`config.mk`:
```
export PLATFORM = sky130hd
export DESIGN_NAME = cascaded_three_ring_queue
export DESIGN_NICKNAME = d
export VERILOG_FILES = /design/src/design/crq_pkg.sv /design/src/design/crq_mem.sv /design/src/design/crq_ctrl.sv /design/src/design/cascaded_three_ring_queue.sv
export SDC_FILE = /design/constraint.sdc
export NUM_CORES = 1
export LEC_CHECK = 0
export BUFFER_PORTS_ARGS = -buffer_cell sky130_fd_sc_hd__buf_4
export CAP_MARGIN = 10
export CORE_ASPECT_RATIO = 1.5
export CORE_MARGIN = 2
export CORE_UTILIZATION = 50
export DETAILED_ROUTE_END_ITERATION = 8
export HOLD_SLACK_MARGIN = 0.03
export PLACE_DENSITY = 0.64
export SLEW_MARGIN = 40
export SYNTH_ARGS = -nofsm -noshare
export SYNTH_HDL_FRONTEND = slang
export SYNTH_SLANG_ARGS = --single-unit
```
`constraint.sdc`:
```
create_clock -name clk -period 11.45 [get_ports clk]
set_clock_uncertainty 0.1 [all_clocks]
set_input_delay 1.145 -clock clk [delete_from_list [all_inputs] [get_ports clk]]
set_output_delay 1.145 -clock clk [all_outputs]
set_load 0.03 [all_outputs]
```
`src/design/crq_pkg.sv`:
```
// Shared types and constants for the cascaded three-ring queue.
package crq_pkg;

  localparam int NUM_QUEUES = 3;
  localparam int QIDX_W     = 2;
  localparam int DATA_W     = 32;

  localparam logic KIND_PUSH = 1'b0;
  localparam logic KIND_POP  = 1'b1;

  typedef enum logic [1:0] {
    ST_PUSHED    = 2'd0,
    ST_OVERFLOW  = 2'd1,
    ST_POPPED    = 2'd2,
    ST_UNDERFLOW = 2'd3
  } status_t;

  typedef struct packed {
    logic                     kind;
    logic signed [DATA_W-1:0] value;
  } in_beat_t;

  typedef struct packed {
    status_t                  status;
    logic signed [DATA_W-1:0] popped_value;
    logic [QIDX_W-1:0]        which_queue;
  } out_beat_t;

  typedef struct packed {
    status_t           status;
    logic [QIDX_W-1:0] which_queue;
  } res_t;

endpackage

```
`src/design/crq_mem.sv`:
```
// Synchronous single-port store holding the entries of all three queues.
module crq_mem #(
  parameter int QUEUE_DEPTH = 4,
  localparam int PW = (QUEUE_DEPTH > 1) ? $clog2(QUEUE_DEPTH) : 1,
  localparam int AW = crq_pkg::QIDX_W + PW,
  localparam int ENTRIES = crq_pkg::NUM_QUEUES << PW
) (
  input  logic                             clk,
  input  logic                             wr_en,
  input  logic                             rd_en,
  input  logic [AW-1:0]                    addr,
  input  logic signed [crq_pkg::DATA_W-1:0] wr_data,
  output logic signed [crq_pkg::DATA_W-1:0] rd_data
);

  logic signed [crq_pkg::DATA_W-1:0] mem [ENTRIES];
  logic signed [crq_pkg::DATA_W-1:0] rd_data_r;

  always_ff @(posedge clk) begin
    if (wr_en) begin
      mem[addr] <= wr_data;
    end
  end

  always_ff @(posedge clk) begin
    if (rd_en) begin
      rd_data_r <= mem[addr];
    end
  end

  assign rd_data = rd_data_r;

endmodule

```
`src/design/crq_ctrl.sv`:
```
// Queue selection, pointer and occupancy bookkeeping, and the result register.
module crq_ctrl #(
  parameter int QUEUE_DEPTH = 4,
  localparam int PW = (QUEUE_DEPTH > 1) ? $clog2(QUEUE_DEPTH) : 1,
  localparam int OW = $clog2(QUEUE_DEPTH + 1),
  localparam int AW = crq_pkg::QIDX_W + PW
) (
  input  logic              clk,
  input  logic              rst_n,
  input  logic              in_valid,
  input  logic              in_kind,
  output logic              in_stall,
  output logic              out_valid,
  input  logic              out_stall,
  output crq_pkg::res_t     res,
  output logic              mem_wr_en,
  output logic              mem_rd_en,
  output logic [AW-1:0]     mem_addr
);

  localparam logic [OW-1:0] OCC_FULL = OW'(QUEUE_DEPTH);
  localparam logic [PW-1:0] PTR_LAST = PW'(QUEUE_DEPTH - 1);

  logic [PW-1:0] rd_ptr_r [crq_pkg::NUM_QUEUES];
  logic [PW-1:0] rd_ptr_nxt [crq_pkg::NUM_QUEUES];
  logic [PW-1:0] wr_ptr_r [crq_pkg::NUM_QUEUES];
  logic [PW-1:0] wr_ptr_nxt [crq_pkg::NUM_QUEUES];
  logic [OW-1:0] occ_r [crq_pkg::NUM_QUEUES];
  logic [OW-1:0] occ_nxt [crq_pkg::NUM_QUEUES];

  logic                       out_valid_r;
  logic                       out_valid_nxt;
  crq_pkg::res_t              res_r;
  crq_pkg::res_t              res_nxt;
  logic                       accept;
  logic                       sel_found;
  logic [crq_pkg::QIDX_W-1:0] sel_q;
  logic [PW-1:0]              sel_ptr;
  logic [OW+1:0]              occ_sum;

  assign in_stall = out_valid_r && out_stall;
  assign accept   = in_valid && !in_stall;

  always_comb begin
    sel_found = 1'b0;
    sel_q     = '0;
    sel_ptr   = '0;
    for (int q = 0; q < crq_pkg::NUM_QUEUES; q++) begin
      if (!sel_found && ((in_kind == crq_pkg::KIND_PUSH) ? (occ_r[q] != OCC_FULL)
                                                         : (occ_r[q] != '0))) begin
        sel_found = 1'b1;
        sel_q     = crq_pkg::QIDX_W'(q);
        sel_ptr   = (in_kind == crq_pkg::KIND_PUSH) ? wr_ptr_r[q] : rd_ptr_r[q];
      end
    end
  end

  always_comb begin
    for (int q = 0; q < crq_pkg::NUM_QUEUES; q++) begin
      rd_ptr_nxt[q] = rd_ptr_r[q];
      wr_ptr_nxt[q] = wr_ptr_r[q];
      occ_nxt[q]    = occ_r[q];
      if (accept && sel_found && (sel_q == crq_pkg::QIDX_W'(q))) begin
        if (in_kind == crq_pkg::KIND_PUSH) begin
          wr_ptr_nxt[q] = (wr_ptr_r[q] == PTR_LAST) ? '0 : wr_ptr_r[q] + 1'b1;
          occ_nxt[q]    = occ_r[q] + 1'b1;
        end else begin
          rd_ptr_nxt[q] = (rd_ptr_r[q] == PTR_LAST) ? '0 : rd_ptr_r[q] + 1'b1;
          occ_nxt[q]    = occ_r[q] - 1'b1;
        end
      end
    end
  end

  always_comb begin
    if (in_kind == crq_pkg::KIND_PUSH) begin
      res_nxt.status = sel_found ? crq_pkg::ST_PUSHED : crq_pkg::ST_OVERFLOW;
    end else begin
      res_nxt.status = sel_found ? crq_pkg::ST_POPPED : crq_pkg::ST_UNDERFLOW;
    end
    res_nxt.which_queue = sel_found ? sel_q : '0;
    out_valid_nxt       = accept || (out_valid_r && out_stall);
  end

  always_ff @(posedge clk) begin
    if (!rst_n) begin
      out_valid_r <= 1'b0;
      for (int q = 0; q < crq_pkg::NUM_QUEUES; q++) begin
        rd_ptr_r[q] <= '0;
        wr_ptr_r[q] <= '0;
        occ_r[q]    <= '0;
      end
    end else begin
      out_valid_r <= out_valid_nxt;
      for (int q = 0; q < crq_pkg::NUM_QUEUES; q++) begin
        rd_ptr_r[q] <= rd_ptr_nxt[q];
        wr_ptr_r[q] <= wr_ptr_nxt[q];
        occ_r[q]    <= occ_nxt[q];
      end
    end
  end

  always_ff @(posedge clk) begin
    if (accept) begin
      res_r <= res_nxt;
    end
  end

  assign out_valid = out_valid_r;
  assign res       = res_r;
  assign mem_wr_en = accept && sel_found && (in_kind == crq_pkg::KIND_PUSH);
  assign mem_rd_en = accept && sel_found && (in_kind == crq_pkg::KIND_POP);
  assign mem_addr  = {sel_q, sel_ptr};

  assign occ_sum = (OW+2)'(occ_r[0]) + (OW+2)'(occ_r[1]) + (OW+2)'(occ_r[2]);

  a_occ_bounded: assert property (@(posedge clk) disable iff (!rst_n)
    (occ_r[0] <= OCC_FULL) && (occ_r[1] <= OCC_FULL) && (occ_r[2] <= OCC_FULL))
    else $error("queue occupancy above depth");

  a_overflow_all_full: assert property (@(posedge clk) disable iff (!rst_n)
    (accept && (res_nxt.status == crq_pkg::ST_OVERFLOW)) |->
      ((occ_r[0] == OCC_FULL) && (occ_r[1] == OCC_FULL) && (occ_r[2] == OCC_FULL)))
    else $error("overflow reported while a queue had room");

  a_push_grows: assert property (@(posedge clk) disable iff (!rst_n)
    (accept && (res_nxt.status == crq_pkg::ST_PUSHED)) |=>
      (occ_sum == $past(occ_sum) + 1'b1))
    else $error("push did not add one entry");

  a_pop_shrinks: assert property (@(posedge clk) disable iff (!rst_n)
    (accept && (res_nxt.status == crq_pkg::ST_POPPED)) |=>
      (occ_sum == $past(occ_sum) - 1'b1))
    else $error("pop did not remove one entry");

endmodule

```
`src/design/cascaded_three_ring_queue.sv`:
```
// Top level of the cascaded three-ring queue: control, shared store and result assembly.
// The result beat is registered and valid in the cycle after its item is accepted.
// Throughput: one item per cycle when not stalled; at most one store read or write per item.
// An item is taken whenever the result register is empty or is being drained.
// Reset clears pointers, occupancy counts and the result valid; store contents stay undefined.
module cascaded_three_ring_queue #(
  parameter int QUEUE_DEPTH = 4
) (
  input  logic               clk,
  input  logic               rst_n,
  input  logic               in_valid,
  input  crq_pkg::in_beat_t  in_beat,
  output logic               in_stall,
  output logic               out_valid,
  input  logic               out_stall,
  output crq_pkg::out_beat_t out_beat
);

  localparam int PW = (QUEUE_DEPTH > 1) ? $clog2(QUEUE_DEPTH) : 1;
  localparam int AW = crq_pkg::QIDX_W + PW;

  crq_pkg::res_t                     res;
  logic                              mem_wr_en;
  logic                              mem_rd_en;
  logic [AW-1:0]                     mem_addr;
  logic signed [crq_pkg::DATA_W-1:0] rd_data;

  crq_ctrl #(
    .QUEUE_DEPTH(QUEUE_DEPTH)
  ) u_ctrl (
    .clk       (clk),
    .rst_n     (rst_n),
    .in_valid  (in_valid),
    .in_kind   (in_beat.kind),
    .in_stall  (in_stall),
    .out_valid (out_valid),
    .out_stall (out_stall),
    .res       (res),
    .mem_wr_en (mem_wr_en),
    .mem_rd_en (mem_rd_en),
    .mem_addr  (mem_addr)
  );

  crq_mem #(
    .QUEUE_DEPTH(QUEUE_DEPTH)
  ) u_mem (
    .clk     (clk),
    .wr_en   (mem_wr_en),
    .rd_en   (mem_rd_en),
    .addr    (mem_addr),
    .wr_data (in_beat.value),
    .rd_data (rd_data)
  );

  always_comb begin
    out_beat.status       = res.status;
    out_beat.which_queue  = res.which_queue;
    out_beat.popped_value = (res.status == crq_pkg::ST_POPPED) ? rd_data : '0;
  end

endmodule

```
==> out/qor.yml, run 1 <==
cp_top_family: "buffers and inverters"
n_fill_cell: 2682
postCtsHoldBufs: 0
leakagePower_nw: 7.03
die_area_sq_mm: 0.0369
r2r_start: "u_ctrl.rd_ptr_r[0][2]$_SDFFE_PN0P_"
cts_max_level: 2
drt_iter0_markers: 687
layout_setup_ws_ns: 6.75
drive_above_1_share_pct: 16.0
seq_area_frac_synth_pct: 73.8
nets: 1275
hold_path_class: "flip-flop to flip-flop"
routabilityCongestion: 0.727
cts_resized: 0
synth_top_family_by_area: "compound AO/OA/AOI/OAI gates"
slew_headroom_pct: 43.0
wire_per_inst_um: 22.8
finalCritPeriodShare_pct: 41.1
synthCells: 1149
cts_sinks: 442
cap_violations: 0
synthDistinctLibCells: 60
synth_most_common_cell: "edfxtp_1"
startpoint_type: "input pin"
hold_depth: 2
slowest_delay_ns: 0.73
tightest_slew_ns: 0.852
r2r-end: "u_mem.rd_data[27]$_DFFE_PP_"
yosysTopAreaCell: "edfxtp_1"
synth.area.mux_share_pct: 4.69
slew_violations: 0
cp_data_required_time_ns: 11.63
status: "complete, no violations"
die_height_um: 234
synth-seq-cells: 442
syn_nets: 1195
hold_start: "u_ctrl.wr_ptr_r[0][0]$_SDFFE_PN0P_"
grt_pass1_wl_um: 59900
synth_largest_type_area_fraction_pct: 71.3
yosys_warnings: 0
die_width_um: 158
synth-main-ff-cell: "edfxtp_1"
dr.pass1.iters: 5
netlist_area_sq_mm: 0.0177
worstHoldEndpoint: "u_ctrl.wr_ptr_r[0][0]$_SDFFE_PN0P_"
rows: 84
post-place-ws_ns: 6.09
antenna_found_initial: 0
rrSetupSlack_ns: 7.47
arrival_ns: 4.89
critPathKind: "input pin to flip-flop"
drc: 0
cts_setup_buffers: 0
grtUsageTotal_pct: 21.8
clockBufferDepth: 3
clk_latency_ns: 0.55
synth_common_cells: "edfxtp_1 (420), nand2_1 (131), mux2i_1 (77)"
grt_max_degree: 73
root_buffer: "clkbuf_16"
yosys-top-cells-area: "edfxtp_1 (71%), mux2i_1 (4.4%), nand2_1 (2.8%)"
crit_path_frequent_cell: "buf_4"
cts_buffers: 43
crit_path_end_kind: "flip-flop"
placed_area_sq_mm: 0.0190
io_buffers: 74
syn_to_final_growth_pct: 14.7
finalPower_mw: 3.83
routed_via_density: 5.79
core-area_sq_mm: 0.0350
num_vias: 10028
initial_core_util_pct: 50.6
fin_crit_ns: 4.70
n_antenna_cell: 0
drt-total-wl_um: 39400
r2r_cells: 7
critPathBufInv: 3
worstPathMaxFanout: 72
synth_compound_area_share_pct: 9.95
critPathSlowestCell: "buf_4"
postRouteAntennaNets: 0
p_per_area_mw_per_mm2: 189
cts_tree: "yes"
ios: 75
finalSetupTns_ns: 0
clkTransAtPathRegs_ns: 0.06
overflow: 0
setup_viol: 0
rsz0062_at_grt: "false"
hold_viol_final: 0
fin_hold_ws_ns: 0.406
ir_worst_vdd_v: 0.000117
synth-simple-area-share_pct: 7.38
place_hpwl_um: 22900
first_global_vias: 10171
synth_adder_area_share_pct: 0.764
async_reset_ff_share_pct: 0
worstPathCellList: "buf_4 > mux2_2 > a21boi_4 > o31ai_4 > buf_4 > buf_4 > o311ai_0 > or4_1"
synth_edf_count: 420
postSynthAreaPerCell_sq_um: 15.4
synth-xor-area-share_pct: 0.841
fmax_ghz: 0.213
fin_area_sq_mm: 0.0203
-- per-stage QoR --
| step | utilization, % | instances |
|---|---|---|
| after floorplan | - | 1149 |
| after global placement | 53.8 | 1649 |
| after detailed placement | 54.2 | 1657 |
| after CTS | 58.0 | 1733 |
| after global routing | 58.0 | 1733 |
| final | 58.0 | 1733 |
-- sequential cells by signal, indices dropped and copies added (netlist names) --
signal and count:
u_mem.rd_data 32, u_mem.mem 384, u_ctrl.rd_ptr_r 6, u_ctrl.occ_r 9
u_ctrl.res 4, u_ctrl.out_valid 1, u_ctrl.wr_ptr_r 6
-- layer usage --
layer | track usage [%] | vias up | share of wire (%)
met5 | 0 | - | 0
met4 | 8.38 | 0 | 3.4
met1 | 26.6 | 5036 | 40
met2 | 38.9 | 277 | 52
met3 | 3.30 | 88 | 4.7
li1 | - | 4627 | -
-- cells by family after synthesis --
family / count (synthesis)
flip-flops: 442
adder cells (fa/ha/maj): 9
AO/OA/AOI/OAI: 233
buffers and inverters: 105
XOR/XNOR: 14
multiplexers: 82
AND/OR/NAND/NOR: 264
-- cells in the final DEF, fill, tap and decap left out, drive strengths merged, types with 4 or more instances in the layout --
master	n
a211o	8
a21boi	10
a21oi	57
a22o	24
a22oi	24
and2	39
buf	105
bufinv	4
clkbuf	55
clkinv	16
dfxtp	22
edfxtp	420
ha	6
inv	36
mux2	4
mux2i	78
nand2	133
nand3	27
nor2	16
nor2b	5
nor3	7
o2111ai	25
o22ai	16
o311ai	24
o31a	9
o31ai	25
or3	6
or4	24
xnor2	11
-- report_power, final --
group / internal, mW / leakage, nW / switching [mW]
Combinational: 0.195 / 2.40 / 0.407
Sequential: 1.85 / 3.98 / 0.0193
Clock: 0.781 / 0.652 / 0.577
Total: 2.83 / 7.03 / 1.00
-- area by class of cell --
type	count	area [sq um]	share of cell area, %
flip-flops and latches	442	13100	64.3
clock inverters	21	204	1.00
repair buffers	105	873	4.30
clock buffers	55	1120	5.52
inverters	35	131	0.647
well taps	473	592	2.91
multi-input cells	602	4330	21.3
-- worst register-to-register path, cell delays in order (launching register included) --
cell and delay [ns]:
dfxtp_1 0.34, mux2_2 0.49, a21boi_4 0.31, o31ai_4 0.22
buf_4 0.65, buf_4 0.77, o311ai_0 0.32, or4_1 0.52
-- how the worst max path moves through the flow --
stage | startpoint | to | slack (ns) | depth (start not counted)
final | in_beat[32] | u_mem.rd_data[27]$_DFFE_PP_ | 6.75 | 8
after global routing | in_beat[32] | u_mem.rd_data[28]$_DFFE_PP_ | 6.52 | 8
after CTS | in_beat[32] | u_mem.rd_data[27]$_DFFE_PP_ | 6.66 | 8
after detailed placement | in_beat[32] | u_mem.rd_data[27]$_DFFE_PP_ | 6.09 | 8
after global placement | in_beat[32] | u_mem.mem[1][21]$_DFFE_PP_ | 5.86 | 7
after floorplan | in_beat[32] | u_mem.mem[10][0]$_DFFE_PP_ | 6.09 | 9
Power figures use the tool's default switching activity.
==> run 2: changes to the inputs <==
ABC_AREA = 1   (was not set)
clock period = 4.5 ns   (was 11.45 ns; I/O delays follow)
==> run 2 against run 1 <==
Effect of this change: hold slack got worse by 0.33 ns; non-clock buffer count grew 3; routed wire length up 12%; first-iteration DRC count rose by 83%; final cell count is 35% higher; sequential share of layout area fell by 2.5 points; design area is 4.0% higher; total power rose to 2.6 times the previous value; die area increased by 6.2%; core utilization shrank 1.5 points; critical endpoint is now u_mem.mem[4][19]$_DFFE_PP_.
==> out/qor.yml, run 2 <==
yosysTopAreaCell: "edfxtp_1"
ir_worst_vdd_v: 0.000406
routabilityCongestion: 0.765
rows: 87
worstPathCellList: "nand2_1 > inv_1 > nor2_1 > inv_1 > nor2_1 > inv_1 > nor2_1 > inv_1 > nor2_4 > buf_4"
p_per_area_mw_per_mm2: 480
leakagePower_nw: 8.54
fin_crit_ns: 3.16
drive_above_1_share_pct: 10.7
netlist_area_sq_mm: 0.0188
synth-main-ff-cell: "edfxtp_1"
slowest_delay_ns: 0.52
synth_common_cells: "nand2_1 (806), edfxtp_1 (420), nand3_1 (229)"
core-area_sq_mm: 0.0373
synth_edf_count: 420
clockBufferDepth: 3
place_hpwl_um: 23600
arrival_ns: 3.23
grtUsageTotal_pct: 23.1
first_global_vias: 12439
cap_violations: 0
crit_path_frequent_cell: "inv_1"
finalCritPeriodShare_pct: 70.2
tightest_slew_ns: 0.846
synth_most_common_cell: "nand2_1"
slew_violations: 0
cp_top_family: "simple AND/OR/NAND/NOR gates"
hold_viol_final: 0
initial_core_util_pct: 50.4
nets: 1872
grt_max_degree: 191
cts_resized: 0
grt_pass1_wl_um: 69900
io_buffers: 74
postCtsHoldBufs: 0
status: "complete, no violations"
num_vias: 12609
cts_tree: "yes"
placed_area_sq_mm: 0.0198
synth-seq-cells: 442
seq_area_sq_mm: 0.0131
fin_area_sq_mm: 0.0211
ios: 75
finalPower_mw: 10.1
final_common_cell: "nand2_1"
postSynthAreaPerCell_sq_um: 10.6
drt-total-wl_um: 44300
synth.area.mux_share_pct: 0
postRouteAntennaNets: 0
multi_input_area_sq_mm: 0.00508
synth_largest_type_area_fraction_pct: 67.0
die_width_um: 162
synth_compound_area_share_pct: 1.01
seq_area_frac_synth_pct: 69.4
async_reset_ff_share_pct: 0
startpoint_type: "flip-flop"
synth_top_family_by_area: "simple AND/OR/NAND/NOR gates"
synth-xor-area-share_pct: 0.140
cts_max_level: 2
rsz0062_at_grt: "false"
routed_via_density: 5.37
cts_sinks: 442
synth_adder_area_share_pct: 0.718
overflow: 0
drc: 0
synthDistinctLibCells: 28
layout_common_cells: "nand2_1 (805), edfxtp_1 (420), nand3_1 (229)"
fmax_ghz: 0.317
yosys_warnings: 0
cts_buffers: 42
n_fill_cell: 3150
top_register: "u_mem.mem"
critPathBufInv: 5
critPathKind: "flip-flop to flip-flop"
slew_headroom_pct: 43.6
largest_reg_flops: 384
antenna_found_initial: 1
critPathSlowestCell: "buf_4"
setup_viol: 0
die_height_um: 242
final_util_pct: 56.6
yosys-top-cells-area: "edfxtp_1 (67%), nand2_1 (16%), nand3_1 (6.1%)"
drt_iter0_markers: 1257
clk_latency_ns: 0.54
synthCells: 1772
wire_per_inst_um: 18.9
hold_path_class: "input pin to flip-flop"
synth-simple-area-share_pct: 24.4
cp_data_required_time_ns: 4.58
cts_setup_buffers: 0
worstPathMaxFanout: 26
dr.pass1.iters: 5
syn_nets: 1818
die_area_sq_mm: 0.0392
root_buffer: "clkbuf_16"
crit_path_end_kind: "flip-flop"
finalSetupTns_ns: 0
syn_to_final_growth_pct: 12.2
clkTransAtPathRegs_ns: 0.07
-- run 2: cell count changes in the layout (fill, tap and decap cells not counted), sizes merged, moves of 29 or more --
cell / before / now
nor2: 16 / 65
and2: 39 / 0
nand3: 27 / 232
nand2: 133 / 817
mux2i: 78 / 0
inv: 36 / 65
a21oi: 57 / 22
-- run 2: layout make-up --
class / count / share of cell area, %
inverter: 65 / 1.18
antenna: 1 / 0.0119
clock buffer: 52 / 5.26
multi-input combinational: 1167 / 24.1
timing repair buffer: 108 / 4.14
tap: 489 / 2.90
clock inverter: 23 / 0.634
sequential: 442 / 61.8
-- run 2: routing by layer --
layer  GRT usage (%)  share of wire (%)
met5               0                  0
met4            7.39                2.7
met3            2.88                5.1
met2            39.6                 51
met1            30.6                 41
-- run 2: path summary, 6_finish.rpt --
path / start / endpoint / slack [ns] / cells past startpoint
setup / recovery: u_ctrl.out_valid$_SDFF_PN0_ / u_mem.mem[4][19]$_DFFE_PP_ / 1.34 / 10
hold / removal: in_beat[21] / u_mem.mem[3][21]$_DFFE_PP_ / 0.07 / 1
setup reg to reg: u_ctrl.out_valid$_SDFF_PN0_ / u_mem.mem[4][19]$_DFFE_PP_ / 1.34 / 10
hold reg to reg: u_ctrl.wr_ptr_r[0][5]$_SDFFE_PN0P_ / u_ctrl.wr_ptr_r[0][5]$_SDFFE_PN0P_ / 0.37 / 2
-- run 2: cells by family after synthesis --
logic type | Yosys count
simple gates | 1117
flops | 442
buf+inv | 163
compound gates | 38
fa+ha+maj | 9
xor+xnor | 3
-- run 2: power breakdown --
part	total (mW)	switching [mW]	internal (mW)
clock	3.28	1.48	1.81
sequential	4.74	0.0428	4.70
combinational	2.11	1.49	0.629
total	10.1	3.00	7.14
-- run 2: per-stage QoR --
| stage | worst slack (ns) | hold WS, ns | instances |
|---|---|---|---|
| finish | 1.34 | 0.0744 | 2347 |
| global route | 1.04 | 0.0676 | 2347 |
| CTS | 1.29 | 0.0526 | 2345 |
| detailed placement | 0.895 | 0.365 | 2270 |
| global placement | 1.01 | 0.357 | 2270 |
| floorplan | 0.935 | 0.343 | 1772 |
==> run 3: changes to the inputs <==
clock period = 3.3 ns   (was 4.5 ns; I/O delays follow)
==> run 3 against run 2 <==
Effect of this change: setup slack worse by 0.64 ns; final cell count up 1.5%; routed wire length down 2.1%; total power up 38%; largest power group unchanged; highest routed layer unchanged.
==> out/qor.yml, run 3 (synthesis gave the netlist of run 2 again) <==
slew_headroom_pct: 46.6
hold_depth: 1
routabilityCongestion: 0.788
cts_tree: "yes"
first_global_vias: 12405
clockBufferDepth: 3
layout_common_cells: "nand2_1 (805), edfxtp_1 (420), nand3_1 (229)"
cts_sinks: 442
n_fill_cell: 3099
hold_viol_final: 0
drt_iter0_markers: 1088
top_register: "u_mem.mem"
fmax_ghz: 0.385
p_per_area_mw_per_mm2: 648
syn_to_final_growth_pct: 14.9
finalSetupTns_ns: 0
nets: 1911
finalCritPeriodShare_pct: 78.8
critPathBufInv: 7
place_hpwl_um: 24200
cp_data_required_time_ns: 3.42
die_height_um: 242
ir_worst_vdd_v: 0.000469
tightest_slew_ns: 0.802
drt-total-wl_um: 43400
num_vias: 12612
root_buffer: "clkbuf_16"
largest_reg_flops: 384
setup_viol: 0
slew_violations: 0
startpoint_type: "input pin"
drc: 0
routed_via_density: 5.29
drive_above_1_share_pct: 10.5
final_common_cell: "nand2_1"
fin_crit_ns: 2.60
crit_path_frequent_cell: "inv_1"
wire_per_inst_um: 18.2
cts_buffers: 42
crit_path_end_kind: "flip-flop"
numPlacedInstances: 2275
cts_max_level: 2
rows: 87
slowest_delay_ns: 0.52
leakagePower_nw: 8.75
r2r_cells: 11
critPathKind: "input pin to flip-flop"
grt_pass1_wl_um: 68200
final_util_pct: 57.9
dr.pass1.iters: 5
grtUsageTotal_pct: 22.3
die_area_sq_mm: 0.0392
postRouteAntennaNets: 0
clk_latency_ns: 0.54
cap_violations: 0
hold_path_class: "input pin to flip-flop"
cts_setup_buffers: 0
grt_max_degree: 162
antenna_found_initial: 0
overflow: 0
critPathSlowestCell: "dlygate4sd3_1"
core-area_sq_mm: 0.0373
arrival_ns: 2.72
cp_top_family: "buffers and inverters"
ios: 75
initial_core_util_pct: 50.4
status: "complete, no violations"
crit_cells: 11
io_buffers: 74
rsz0062_at_grt: "false"
worstPathMaxFanout: 16
clkTransAtPathRegs_ns: 0.06
n_antenna_cell: 0
die_width_um: 162
finalNonFillerCells: 2382
worstPathCellList: "dlygate4sd3_1 > buf_4 > inv_1 > nor2_1 > inv_1 > nor2_1 > inv_1 > nor2_1 > inv_1 > nor2_4 > buf_4"
[run 3: cell types whose count changed in the layout (fill, tap and decap cells not counted), moves of 2 or more]
| cell | before | now |
|---|---|---|
| clkbuf_16 | 43 | 45 |
| dlygate4sd3_1 | 0 | 35 |
| buf_6 | 5 | 0 |
| clkinv_2 | 9 | 2 |
| inv_6 | 2 | 0 |
| buf_12 | 2 | 11 |
| clkinv_4 | 0 | 2 |
[run 3: area by class of cell]
cell class                 instances  area [sq um]  area share, %
clock inverter                    17           129          0.596
sequential                       442         13100           60.4
clock buffer                      55          1160           5.38
multi-input combinational       1167          5080           23.5
tap                              489           612           2.83
timing repair buffer             147          1330           6.15
inverter                          65           249           1.15
[run 3: worst register-to-register path: stages (launching register included)]
cell,delay (ns)
dfxtp_1,0.37
inv_1,0.11
nand2_4,0.08
nand2_2,0.08
nor2_4,0.11
nand2_2,0.08
nor2_1,0.31
inv_1,0.16
nor2_1,0.15
inv_1,0.23
nor2_4,0.20
buf_4,0.30
[run 3: metrics by stage]
step           total power [mW]  worst slack (ns)  hold WS [ns]  cell area, sq um
3_3_place_gp               9.47             0.391         0.355             20000
2_1_floorplan              8.72            -0.265         0.329             18800
3_5_place_dp               9.50             0.385         0.367             20000
5_1_grt                    14.7             0.458        0.0702             21600
6_report                   14.0             0.700        0.0821             21600
4_1_cts                    14.1             0.702        0.0584             21600
[run 3: what timing repair did]
action | in CTS | in global routing
resized for setup | 0 | 0
endpoints found under the hold margin | 397 | 0
hold buffers | 35 | 0
[run 3: power by group]
group	internal, mW	switching (mW)	total, mW
clock network	2.63	1.98	4.60
logic	0.902	2.04	2.94
registers	6.41	0.0585	6.47
total	9.94	4.08	14.0
[run 3: path summary, 6_finish.rpt]
| kind | start | end | slack [ns] |
|---|---|---|---|
| setup / recovery | in_valid | u_mem.mem[4][23]$_DFFE_PP_ | 0.70 |
| hold / removal | in_beat[32] | u_ctrl.res[3]$_DFFE_PP_ | 0.08 |
| setup reg to reg | u_ctrl.occ_r[0][2]$_SDFFE_PN0P_ | u_mem.mem[4][23]$_DFFE_PP_ | 0.70 |
| hold reg to reg | u_ctrl.wr_ptr_r[0][5]$_SDFFE_PN0P_ | u_ctrl.wr_ptr_r[0][5]$_SDFFE_PN0P_ | 0.38 |
[run 3: metal layers]
metal  vias up  wire (um)  GRT usage [%]
met5         -          0              0
li1       6101          -              -
met4         0        887           6.22
met3        69       1990           2.37
met2       328      22500           39.5
met1      6114      18000           29.2
